==> src/hw/rtl/fsss_pkg.sv <==
// Shared types, constants and codes for the fixed-timestep step scheduler.
package fsss_pkg;

  localparam int TICK_W  = 64;
  localparam int STEP_W  = 32;
  localparam int MAX_W   = 6;
  localparam int PAUSE_W = 63;
  localparam int REM_W   = 32;
  // capped accumulator never exceeds step_ticks * max(max_steps, 1)
  localparam int ACC_W   = STEP_W + MAX_W;
  localparam int CFG_IDX_W = 2;

  localparam logic [CFG_IDX_W-1:0] CFG_STEP_TICKS  = 2'd0;
  localparam logic [CFG_IDX_W-1:0] CFG_MAX_STEPS   = 2'd1;
  localparam logic [CFG_IDX_W-1:0] CFG_FIRST_TICKS = 2'd2;

  localparam logic [MAX_W-1:0] MAX_STEPS_RESET = 6'd5;
  localparam logic [MAX_W-1:0] STEP_LIMIT      = 6'd63;

  localparam logic FUNC_FRAME = 1'b0;
  localparam logic FUNC_PAUSE = 1'b1;

  localparam logic RES_STEP    = 1'b0;
  localparam logic RES_SUMMARY = 1'b1;

  localparam int Q_DEPTH = 2;
  localparam int Q_PTR_W = (Q_DEPTH > 1) ? $clog2(Q_DEPTH) : 1;
  localparam int Q_CNT_W = $clog2(Q_DEPTH + 1);

  typedef enum logic [1:0] {
    CMD_PAUSE,
    CMD_VAR,
    CMD_FIXED
  } cmd_kind_t;

  typedef struct packed {
    cmd_kind_t         kind;
    logic [TICK_W-1:0] value;   // frame delta, or pause request amount
  } cmd_t;

  typedef struct packed {
    logic [STEP_W-1:0] step_ticks;
    logic [MAX_W-1:0]  max_steps;
    logic [STEP_W-1:0] first_ticks;
  } cfg_t;

  typedef struct packed {
    logic               kind;
    logic [TICK_W-1:0]  sim_ticks;
    logic [TICK_W-1:0]  step_delta;
    logic [REM_W-1:0]   remainder_ticks;
    logic [PAUSE_W-1:0] pause_left;
    logic               paused;
    logic               last;
  } res_t;

  typedef enum logic [2:0] {
    B_IDLE,
    B_DISPATCH,
    B_VSTEP,
    B_CAP,
    B_SUB,
    B_APPLY,
    B_SUMMARY
  } back_state_t;

endpackage

==> src/hw/rtl/fixed_timestep_step_scheduler.sv <==
// Top level of the fixed-timestep step scheduler: config registers and wiring.
//
//  channel | handshake           | beat contents
//  --------+---------------------+------------------------------------------------
//  input   | push / full         | func, now_ticks, pause_amount
//  result  | empty / pop         | kind, sim_ticks, step_delta, remainder_ticks,
//          |                     | pause_left, paused, last
//  config  | cfg_valid/cfg_ready | cfg_index, cfg_data (ready always high)
//
// Input beats go into a two-entry command queue; the back end runs one command
// at a time. A pause request passes dispatch and summary; a variable-mode frame
// adds a step state unless paused; a fixed-mode frame caps the accumulator and
// then runs the back end's subtract-then-apply step loop.
// Synchronous reset clears control state and loads register defaults; no sweep.
// A full result queue stalls the back end; the front keeps filling its queue.
module fixed_timestep_step_scheduler (
  input  logic                            clk,
  input  logic                            rst,
  input  logic                            push,
  output logic                            full,
  input  logic                            func,
  input  logic [fsss_pkg::TICK_W-1:0]     now_ticks,
  input  logic [fsss_pkg::PAUSE_W-1:0]    pause_amount,
  output logic                            empty,
  input  logic                            pop,
  output logic                            kind,
  output logic [fsss_pkg::TICK_W-1:0]     sim_ticks,
  output logic [fsss_pkg::TICK_W-1:0]     step_delta,
  output logic [fsss_pkg::REM_W-1:0]      remainder_ticks,
  output logic [fsss_pkg::PAUSE_W-1:0]    pause_left,
  output logic                            paused,
  output logic                            last,
  input  logic                            cfg_valid,
  output logic                            cfg_ready,
  input  logic [fsss_pkg::CFG_IDX_W-1:0]  cfg_index,
  input  logic [fsss_pkg::STEP_W-1:0]     cfg_data
);
  import fsss_pkg::*;

  cfg_t cfg;
  cmd_t cmd_wr_data;
  cmd_t cmd_head;
  res_t res_wr_data;
  res_t res_head;
  logic cmd_wr_en;
  logic cmd_full;
  logic cmd_pop;
  logic cmd_empty;
  logic res_push;
  logic res_full;

  assign cfg_ready = 1'b1;

  always_ff @(posedge clk) begin
    if (rst) begin
      cfg.step_ticks  <= '0;
      cfg.max_steps   <= MAX_STEPS_RESET;
      cfg.first_ticks <= '0;
    end else if (cfg_valid && cfg_ready) begin
      case (cfg_index)
        CFG_STEP_TICKS:  cfg.step_ticks  <= cfg_data;
        CFG_MAX_STEPS:   cfg.max_steps   <= cfg_data[MAX_W-1:0];
        CFG_FIRST_TICKS: cfg.first_ticks <= cfg_data;
        default: ;
      endcase
    end
  end

  fsss_front u_front (
    .clk          (clk),
    .rst          (rst),
    .cfg          (cfg),
    .push         (push),
    .full         (full),
    .func         (func),
    .now_ticks    (now_ticks),
    .pause_amount (pause_amount),
    .q_wr_en      (cmd_wr_en),
    .q_wr_data    (cmd_wr_data),
    .q_full       (cmd_full)
  );

  fsss_cmd_q u_cmd_q (
    .clk     (clk),
    .rst     (rst),
    .wr_en   (cmd_wr_en),
    .wr_data (cmd_wr_data),
    .full    (cmd_full),
    .rd_en   (cmd_pop),
    .rd_data (cmd_head),
    .empty   (cmd_empty)
  );

  fsss_back u_back (
    .clk       (clk),
    .rst       (rst),
    .cfg       (cfg),
    .cmd_empty (cmd_empty),
    .cmd_head  (cmd_head),
    .cmd_pop   (cmd_pop),
    .res_full  (res_full),
    .res_push  (res_push),
    .res_data  (res_wr_data)
  );

  fsss_res_q u_res_q (
    .clk     (clk),
    .rst     (rst),
    .wr_en   (res_push),
    .wr_data (res_wr_data),
    .full    (res_full),
    .rd_en   (pop),
    .rd_data (res_head),
    .empty   (empty)
  );

  assign kind            = res_head.kind;
  assign sim_ticks       = res_head.sim_ticks;
  assign step_delta      = res_head.step_delta;
  assign remainder_ticks = res_head.remainder_ticks;
  assign pause_left      = res_head.pause_left;
  assign paused          = res_head.paused;
  assign last            = res_head.last;

`ifndef ASSERT_OFF
  a_paused_flag: assert property (@(posedge clk) disable iff (rst)
    !empty |-> (paused == (pause_left != '0)))
    else $error("paused flag disagrees with pause_left");

  a_step_shape: assert property (@(posedge clk) disable iff (rst)
    (!empty && kind == RES_STEP) |-> (!last && remainder_ticks == '0))
    else $error("step result marked last or carrying a remainder");

  a_summary_last: assert property (@(posedge clk) disable iff (rst)
    (!empty && kind == RES_SUMMARY) |-> last)
    else $error("summary result without last");

  a_reset_empty: assert property (@(posedge clk)
    $fell(rst) |-> (empty && !full))
    else $error("queues not empty after reset");
`endif

endmodule

==> src/hw/rtl/fsss_cmd_q.sv <==
// Two-entry command queue between the front and back ends.
module fsss_cmd_q (
  input  logic            clk,
  input  logic            rst,
  input  logic            wr_en,
  input  fsss_pkg::cmd_t  wr_data,
  output logic            full,
  input  logic            rd_en,
  output fsss_pkg::cmd_t  rd_data,
  output logic            empty
);
  import fsss_pkg::*;

  cmd_t               entry [Q_DEPTH];
  logic [Q_PTR_W-1:0] wr_ptr;
  logic [Q_PTR_W-1:0] rd_ptr;
  logic [Q_CNT_W-1:0] count;
  logic               wr_ok;
  logic               rd_ok;

  assign full    = (count == Q_CNT_W'(Q_DEPTH));
  assign empty   = (count == '0);
  assign wr_ok   = wr_en && !full;
  assign rd_ok   = rd_en && !empty;
  assign rd_data = entry[rd_ptr];

  always_ff @(posedge clk) begin
    if (rst) begin
      wr_ptr <= '0;
      rd_ptr <= '0;
      count  <= '0;
    end else begin
      if (wr_ok) begin
        wr_ptr <= (wr_ptr == Q_PTR_W'(Q_DEPTH - 1)) ? '0 : wr_ptr + 1'b1;
      end
      if (rd_ok) begin
        rd_ptr <= (rd_ptr == Q_PTR_W'(Q_DEPTH - 1)) ? '0 : rd_ptr + 1'b1;
      end
      count <= count + Q_CNT_W'(wr_ok) - Q_CNT_W'(rd_ok);
    end
  end

  always_ff @(posedge clk) begin
    if (wr_ok) begin
      entry[wr_ptr] <= wr_data;
    end
  end

endmodule

==> src/hw/rtl/fsss_res_q.sv <==
// Two-entry result queue driving the output side.
module fsss_res_q (
  input  logic            clk,
  input  logic            rst,
  input  logic            wr_en,
  input  fsss_pkg::res_t  wr_data,
  output logic            full,
  input  logic            rd_en,
  output fsss_pkg::res_t  rd_data,
  output logic            empty
);
  import fsss_pkg::*;

  res_t               entry [Q_DEPTH];
  logic [Q_PTR_W-1:0] wr_ptr;
  logic [Q_PTR_W-1:0] rd_ptr;
  logic [Q_CNT_W-1:0] count;
  logic               wr_ok;
  logic               rd_ok;

  assign full    = (count == Q_CNT_W'(Q_DEPTH));
  assign empty   = (count == '0);
  assign wr_ok   = wr_en && !full;
  assign rd_ok   = rd_en && !empty;
  assign rd_data = entry[rd_ptr];

  always_ff @(posedge clk) begin
    if (rst) begin
      wr_ptr <= '0;
      rd_ptr <= '0;
      count  <= '0;
    end else begin
      if (wr_ok) begin
        wr_ptr <= (wr_ptr == Q_PTR_W'(Q_DEPTH - 1)) ? '0 : wr_ptr + 1'b1;
      end
      if (rd_ok) begin
        rd_ptr <= (rd_ptr == Q_PTR_W'(Q_DEPTH - 1)) ? '0 : rd_ptr + 1'b1;
      end
      count <= count + Q_CNT_W'(wr_ok) - Q_CNT_W'(rd_ok);
    end
  end

  always_ff @(posedge clk) begin
    if (wr_ok) begin
      entry[wr_ptr] <= wr_data;
    end
  end

endmodule

==> src/hw/rtl/fsss_front.sv <==
// Front end: takes input beats, measures frame deltas and classifies commands.
module fsss_front (
  input  logic                          clk,
  input  logic                          rst,
  input  fsss_pkg::cfg_t                cfg,
  input  logic                          push,
  output logic                          full,
  input  logic                          func,
  input  logic [fsss_pkg::TICK_W-1:0]   now_ticks,
  input  logic [fsss_pkg::PAUSE_W-1:0]  pause_amount,
  output logic                          q_wr_en,
  output fsss_pkg::cmd_t                q_wr_data,
  input  logic                          q_full
);
  import fsss_pkg::*;

  logic [TICK_W-1:0] prev_sample;
  logic              started;
  logic              accept;

  assign full    = q_full;
  assign accept  = push && !q_full;
  assign q_wr_en = accept;

  always_comb begin
    if (func == FUNC_PAUSE) begin
      q_wr_data.kind  = CMD_PAUSE;
      q_wr_data.value = TICK_W'(pause_amount);
    end else begin
      q_wr_data.kind  = (cfg.step_ticks == '0) ? CMD_VAR : CMD_FIXED;
      // first frame pretends a configured delta; later ones wrap modulo 2^64
      q_wr_data.value = started ? (now_ticks - prev_sample) : TICK_W'(cfg.first_ticks);
    end
  end

  always_ff @(posedge clk) begin
    if (rst) begin
      prev_sample <= '0;
      started     <= 1'b0;
    end else if (accept && func == FUNC_FRAME) begin
      prev_sample <= now_ticks;
      started     <= 1'b1;
    end
  end

endmodule

==> src/hw/rtl/fsss_back.sv <==
// Back end: runs each command, steps the accumulator and queues results.
module fsss_back (
  input  logic            clk,
  input  logic            rst,
  input  fsss_pkg::cfg_t  cfg,
  input  logic            cmd_empty,
  input  fsss_pkg::cmd_t  cmd_head,
  output logic            cmd_pop,
  input  logic            res_full,
  output logic            res_push,
  output fsss_pkg::res_t  res_data
);
  import fsss_pkg::*;

  back_state_t        state, state_next;
  cmd_kind_t          cur_kind, cur_kind_next;
  logic [TICK_W-1:0]  cur_value, cur_value_next;
  logic [ACC_W-1:0]   cap, cap_next;
  logic [TICK_W-1:0]  work, work_next;
  logic [ACC_W-1:0]   acc, acc_next;
  logic [ACC_W-1:0]   a_q, a_next;
  logic [PAUSE_W-1:0] pdiff, pdiff_next;
  logic               p_lt, p_lt_next;
  logic [PAUSE_W-1:0] pause, pause_next;
  logic [TICK_W-1:0]  total, total_next;
  logic [MAX_W-1:0]   n_steps, n_steps_next;

  logic [TICK_W:0]    sum;
  logic [TICK_W:0]    pv;
  logic [ACC_W:0]     diff;
  logic [PAUSE_W:0]   psub;
  logic [MAX_W-1:0]   mx;
  logic [STEP_W-1:0]  p;
  logic               a_gt_p;
  logic [ACC_W-1:0]   base;
  logic [ACC_W-1:0]   acc_apply;
  logic [PAUSE_W-1:0] pause_apply;
  logic               emit;
  logic               res_kind;
  logic [TICK_W-1:0]  res_delta;
  logic [REM_W-1:0]   res_rem;

  assign sum  = (TICK_W+1)'(acc) + (TICK_W+1)'(cur_value);
  assign pv   = (TICK_W+1)'(pause) - (TICK_W+1)'(cur_value);
  assign diff = (ACC_W+1)'(acc) - (ACC_W+1)'(cfg.step_ticks);
  assign psub = (PAUSE_W+1)'(pause) - (PAUSE_W+1)'(cfg.step_ticks);
  assign mx   = (cfg.max_steps == '0) ? MAX_W'(1) : cfg.max_steps;

  // one iteration of the step loop, using acc - step from the previous cycle
  assign p      = pause[STEP_W-1:0];
  assign a_gt_p = a_q > ACC_W'(p);
  assign base   = a_gt_p ? a_q : acc;

  always_comb begin
    if (pause == '0) begin
      emit        = 1'b1;
      acc_apply   = a_q;
      pause_apply = pause;
    end else if (!p_lt) begin
      emit        = 1'b0;
      acc_apply   = a_q;
      pause_apply = pdiff;
    end else begin
      // pause ends inside this step: swallow it, or take P more and emit
      emit        = a_gt_p;
      acc_apply   = base - ACC_W'(p);
      pause_apply = '0;
    end
  end

  always_comb begin
    state_next     = state;
    cur_kind_next  = cur_kind;
    cur_value_next = cur_value;
    cap_next       = cap;
    work_next      = work;
    acc_next       = acc;
    a_next         = a_q;
    pdiff_next     = pdiff;
    p_lt_next      = p_lt;
    pause_next     = pause;
    total_next     = total;
    n_steps_next   = n_steps;
    cmd_pop        = 1'b0;
    res_push       = 1'b0;
    res_kind       = RES_STEP;
    res_delta      = '0;
    res_rem        = '0;

    case (state)
      B_IDLE: begin
        if (!cmd_empty) begin
          cmd_pop        = 1'b1;
          cur_kind_next  = cmd_head.kind;
          cur_value_next = cmd_head.value;
          state_next     = B_DISPATCH;
        end
      end
      B_DISPATCH: begin
        case (cur_kind)
          CMD_PAUSE: begin
            if (cur_value[PAUSE_W-1:0] > pause) begin
              pause_next = cur_value[PAUSE_W-1:0];
            end
            state_next = B_SUMMARY;
          end
          CMD_VAR: begin
            if (pause != '0) begin
              pause_next = pv[TICK_W] ? '0 : pv[PAUSE_W-1:0];
              state_next = B_SUMMARY;
            end else begin
              state_next = B_VSTEP;
            end
          end
          CMD_FIXED: begin
            work_next  = sum[TICK_W] ? '1 : sum[TICK_W-1:0];
            cap_next   = ACC_W'(cfg.step_ticks) * ACC_W'(mx);
            state_next = B_CAP;
          end
          default: begin
            state_next = B_SUMMARY;
          end
        endcase
      end
      B_VSTEP: begin
        if (!res_full) begin
          total_next = total + cur_value;
          res_push   = 1'b1;
          res_delta  = cur_value;
          state_next = B_SUMMARY;
        end
      end
      B_CAP: begin
        acc_next     = (work > TICK_W'(cap)) ? cap : work[ACC_W-1:0];
        n_steps_next = '0;
        state_next   = B_SUB;
      end
      B_SUB: begin
        if (diff[ACC_W]) begin
          state_next = B_SUMMARY;
        end else begin
          a_next     = diff[ACC_W-1:0];
          pdiff_next = psub[PAUSE_W-1:0];
          p_lt_next  = psub[PAUSE_W];
          state_next = B_APPLY;
        end
      end
      B_APPLY: begin
        if (emit && n_steps != STEP_LIMIT) begin
          if (!res_full) begin
            total_next   = total + TICK_W'(cfg.step_ticks);
            n_steps_next = n_steps + 1'b1;
            acc_next     = acc_apply;
            pause_next   = pause_apply;
            res_push     = 1'b1;
            res_delta    = TICK_W'(cfg.step_ticks);
            state_next   = B_SUB;
          end
        end else begin
          acc_next   = acc_apply;
          pause_next = pause_apply;
          state_next = B_SUB;
        end
      end
      B_SUMMARY: begin
        if (!res_full) begin
          res_push   = 1'b1;
          res_kind   = RES_SUMMARY;
          res_delta  = (cur_kind == CMD_PAUSE) ? '0 : cur_value;
          if (cfg.step_ticks != '0) begin
            res_rem = (|acc[ACC_W-1:REM_W]) ? '1 : acc[REM_W-1:0];
          end
          state_next = B_IDLE;
        end
      end
      default: begin
        state_next = B_IDLE;
      end
    endcase

    res_data.kind            = res_kind;
    res_data.sim_ticks       = total_next;
    res_data.step_delta      = res_delta;
    res_data.remainder_ticks = res_rem;
    res_data.pause_left      = pause_next;
    res_data.paused          = (pause_next != '0);
    res_data.last            = (res_kind == RES_SUMMARY);
  end

  always_ff @(posedge clk) begin
    if (rst) begin
      state <= B_IDLE;
      acc   <= '0;
      pause <= '0;
      total <= '0;
    end else begin
      state <= state_next;
      acc   <= acc_next;
      pause <= pause_next;
      total <= total_next;
    end
  end

  always_ff @(posedge clk) begin
    cur_kind  <= cur_kind_next;
    cur_value <= cur_value_next;
    cap       <= cap_next;
    work      <= work_next;
    a_q       <= a_next;
    pdiff     <= pdiff_next;
    p_lt      <= p_lt_next;
    n_steps   <= n_steps_next;
  end

endmodule

==> config.mk <==
export PLATFORM = sky130hd
export DESIGN_NAME = fixed_timestep_step_scheduler
export DESIGN_NICKNAME = d
export VERILOG_FILES = /design/src/hw/rtl/fsss_pkg.sv /design/src/hw/rtl/fixed_timestep_step_scheduler.sv /design/src/hw/rtl/fsss_cmd_q.sv /design/src/hw/rtl/fsss_res_q.sv /design/src/hw/rtl/fsss_front.sv /design/src/hw/rtl/fsss_back.sv
export SDC_FILE = /design/constraint.sdc
export NUM_CORES = 2
export LEC_CHECK = 0
export BUFFER_PORTS_ARGS = -buffer_cell sky130_fd_sc_hd__buf_2
export CAP_MARGIN = 20
export CORE_MARGIN = 2
export CORE_UTILIZATION = 59
export DETAILED_ROUTE_END_ITERATION = 8
export GPL_TIMING_DRIVEN = 1
export PLACE_DENSITY = 0.77
export SYNTH_ARGS = -nofsm -noshare
export SYNTH_HDL_FRONTEND = slang
export SYNTH_SLANG_ARGS = --single-unit
==> constraint.sdc <==
create_clock -name clk -period 18.1 [get_ports clk]
set_input_delay 1.81 -clock clk [delete_from_list [all_inputs] [get_ports clk]]
set_output_delay 1.81 -clock clk [all_outputs]
set_load 0.01 [all_outputs]
==> results.md <==
* DP Cell Count at 9,459
* Synth area leader: edfxtp_1
* Global-route wire length before repair at 404,000 um
* Synthesized area at between 70,000 and 80,000 sq um
* PD cells at 165 nW/um^2
* Ys flop type: edfxtp_1
* Via count at 64,200
* Crit path top cell by count: or4_1
* Worst-margin pin slew at about 1300 ps
* Critical Path Max Stage Delay at 970 ps
* Mapped Cells at 7,620
* # DRC at 0
* Syn Area/Cell at 9.85 sq um
* I/O pins at just under 400
* Setup TNS at 0 ps
* Reg2Reg Capture Point: u_res_q.entry[0][1]
* Post-synth top area share at 34.3%
* Hold_buf cts at 0
* EDFF count, synth at around 860
* Vias in the first global route at approximately 60,000
* Routed length per instance at just under 30 um
* Hold Startpoint: u_front.prev_sample[47]
* CTS tree: done
* Status: finished, final reports clean
* Fin. Hold Viols at 0
* Core Box Area at 126,000 sq um
* VDD IR-drop max at 230 uV
* Crit path capture type: flip-flop
* RSZ-0062 raised after global routing: no
* Flop2flop setup slack at about 10,000 ps
* Nets at between 8,000 and 9,000
* Async set or reset register ratio after synthesis at 0%
* Layout cell share with drive strength beyond 1 at between 10% and 20%
* Cell leakage power at between 30 and 40 nW
* Fin util at about two thirds
* Synth-to-layout area growth at 11.1%
* Ys Warns at 0
* Setup crit start: u_back.cur_value[0]
* Global placement routability congestion at 1.09
* CP max stage cell: edfxtp_1
* Die area at around 130,000 sq um
* Resize count post-CTS at 0
* Syn_nets at ~8,500
* Grt ovf at 0
* GRT Overall Usage at about 42%
* HPWL after DPL at ~210,000 um
* R2r startpoint: u_back.cur_value[0]
* Vias per cell at 6.62
* I/O Buffers at approximately 390
* CP Cell Sequence: ha_1 -> inv_1 -> fa_1 -> a21oi_1 -> o221a_2 -> a211o_1 -> nand3_1 -> a21oi_1 -> o311ai_0 -> clkbuf_2 -> o21ai_4 -> buf_4 -> o32ai_1 -> a221oi_1 -> nand4_1 -> or4_1 -> or4_1 -> or4_1 -> or4_1 -> or4_1
* Startpoint Class: flip-flop
* Synth cell count leaders: 896 x nand2_1, 858 x edfxtp_1, 604 x a21oi_1, 539 x ha_1, 526 x inv_1
* Fill cells at between 9,000 and 10,000
* Tmin final at between 7000 and 8000 ps
* Die W at about 360 um
* Drt total wl at about 280,000 um
* Top post-synthesis cells by area: edfxtp_1 34%, ha_1 9.0%, dfxtp_1 8.3%, mux2_2 4.9%, nand2_1 4.5%
* Row count at 130
* HP Class: flip-flop to flip-flop
* Initial cell density of the core at around three fifths
* H-tree depth at 3
* Crit path required time at 18,600 ps
* #FFs+latches synth at 1,170
* Post-CTS setup buffer count at 0
* Register-to-Register Path Depth at 20
* Crit path kind: flip-flop to flip-flop
* Worst skew pair latency at roughly 780 ps
* Number of clock sinks at 1,170
* Most numerous cell in the Yosys netlist: nand2_1
* CTS clk-pin slew, worst paths at roughly 70 ps
* MaxCap Viol Count at 0
* CTS root buf: clkbuf_16
* Antenna Violating Nets Remaining at 0
* Slew headroom at 13.0%
* Tcrit/Tclk final at a little over two fifths
* Fin Clk Skew at between 30 and 40 ps
* Final Slew Violations at 0
* Post-route insts no fill at between 9,000 and 10,000
* Initial antenna violation count at 22
* Largest net degree at the start of global routing at between 100 and 150
* CP Data Arrival Time at 8260 ps
* Crit-path max FO at 19
* Num CTS Buffers at 120
* Max Clk Rate at 129 MHz
* Register area share after synthesis at between 40 and 50%
* Setup Viol. Count Final at 0
* Crit path to: u_res_q.entry[0][1]
* Netlist cell types at 91
* Max Root-Sink Buffers at 3
* DR iter-0 viols at between 8,000 and 9,000
* Die H at ~360 um
* DRT Pass-1 Iters at 7
kinds of logic after synthesis:
kind of cell	after synthesis	share of synthesized area [%]
XOR/XNOR	391	4.56
adder cells (fa/ha/maj)	668	12.4
flip-flops	1170	42.7
buffers and inverters	863	4.40
AO/OA/AOI/OAI	1907	16.4
AND/OR/NAND/NOR	2214	13.6
other	1	0.00500
multiplexers	406	5.96
registers in the layout, summed over array words and instances, names as in the netlist, 38 cells and up, named ones only:
| signal | cells |
|---|---|
| u_back.cap | 38 |
| cfg | 70 |
| u_front.prev_sample | 64 |
| u_back.total | 64 |
| u_back.work | 64 |
| u_res_q.entry | 450 |
| u_back.acc | 38 |
| u_cmd_q.entry | 132 |
| u_back.a_q | 38 |
| u_back.pause | 63 |
| u_back.cur_value | 64 |
| u_back.pdiff | 63 |
worst min path at each step:
stage,slack [ps],depth (start not counted),endpoint
2_1_floorplan,430,1,cfg[32]
3_3_place_gp,440,2,u_front.prev_sample[48]
3_5_place_dp,450,2,u_front.prev_sample[39]
4_1_cts,460,2,u_front.prev_sample[39]
5_1_grt,470,2,u_front.prev_sample[43]
6_report,450,2,u_front.prev_sample[47]
metrics by stage:
| step | setup WS [ps] | cell area (sq um) | hold WS, ps | total power (W) |
|---|---|---|---|---|
| floorplan | 5250 | 75000 | 429 | 0.00826 |
| global placement | 10680 | 79000 | 441 | 0.0107 |
| detailed placement | 10550 | 79000 | 446 | 0.0107 |
| CTS | 10540 | 83300 | 455 | 0.0135 |
| global route | 9850 | 83300 | 468 | 0.0142 |
| finish | 10330 | 83300 | 454 | 0.0138 |
placed cells by master (no fill, tap or decap), types with 29 or more instances in the layout:
master	n
and3_1	64
xnor2_1	256
o21a_1	96
nor2b_1	135
ha_1	539
a22oi_1	61
nor2_1	468
a211oi_1	89
nand2b_1	69
o211ai_1	46
mux2_2	327
nand2_1	892
nor3_1	127
dfxtp_1	308
fa_1	129
o21bai_1	48
and2_1	52
buf_4	131
clkbuf_16	122
a21oi_1	602
mux2i_1	79
nor4_1	44
a221oi_1	32
edfxtp_1	858
o31ai_1	29
nand3_1	126
a21o_1	211
xor2_1	135
nand4_1	88
a31oi_1	59
o21ai_0	353
buf_2	395
or3_1	29
inv_1	526
worst max-delay path, delay by kind of cell, from the launching register on:
kind | cells | cell delay (ps)
buffers and inverters | 3 | 720
adders and majority gates | 2 | 700
and+or+nand+nor | 7 | 2930
AOI/OAI and AO/OA | 8 | 2140
DFF | 1 | 970
layout make-up:
| cell class | count | area (sq um) | share of cell area (%) |
|---|---|---|---|
| Multi-Input combinational cell | 5587 | 39900 | 47.9 |
| Sequential cell | 1170 | 32000 | 38.4 |
| Clock buffer | 159 | 3340 | 4.01 |
| Timing Repair Buffer | 529 | 3010 | 3.61 |
| Tap cell | 1650 | 2060 | 2.48 |
| Inverter | 526 | 1970 | 2.37 |
| Clock inverter | 69 | 966 | 1.16 |
| Antenna cell | 10 | 25.0 | 0.0300 |
layer usage:
layer  vias to the layer above  GRT usage, %  wire length [um]  share of wire, %
li1                      28200             -                 -                 -
met1                     31300          57.8            111000                40
met2                      3968          60.6            117000                42
met3                       680          13.2             37800                13
met4                        20          20.7             15200               5.4
met5                         -             0               178             0.063
power breakdown:
group / switching [W] / leakage, nW / internal (W)
Combinational: 0.00443 / 21.4 / 0.00233
Clock: 0.00113 / 2.08 / 0.00158
Sequential: 0.000550 / 10.4 / 0.00373
(Power assumes the default switching activity.)
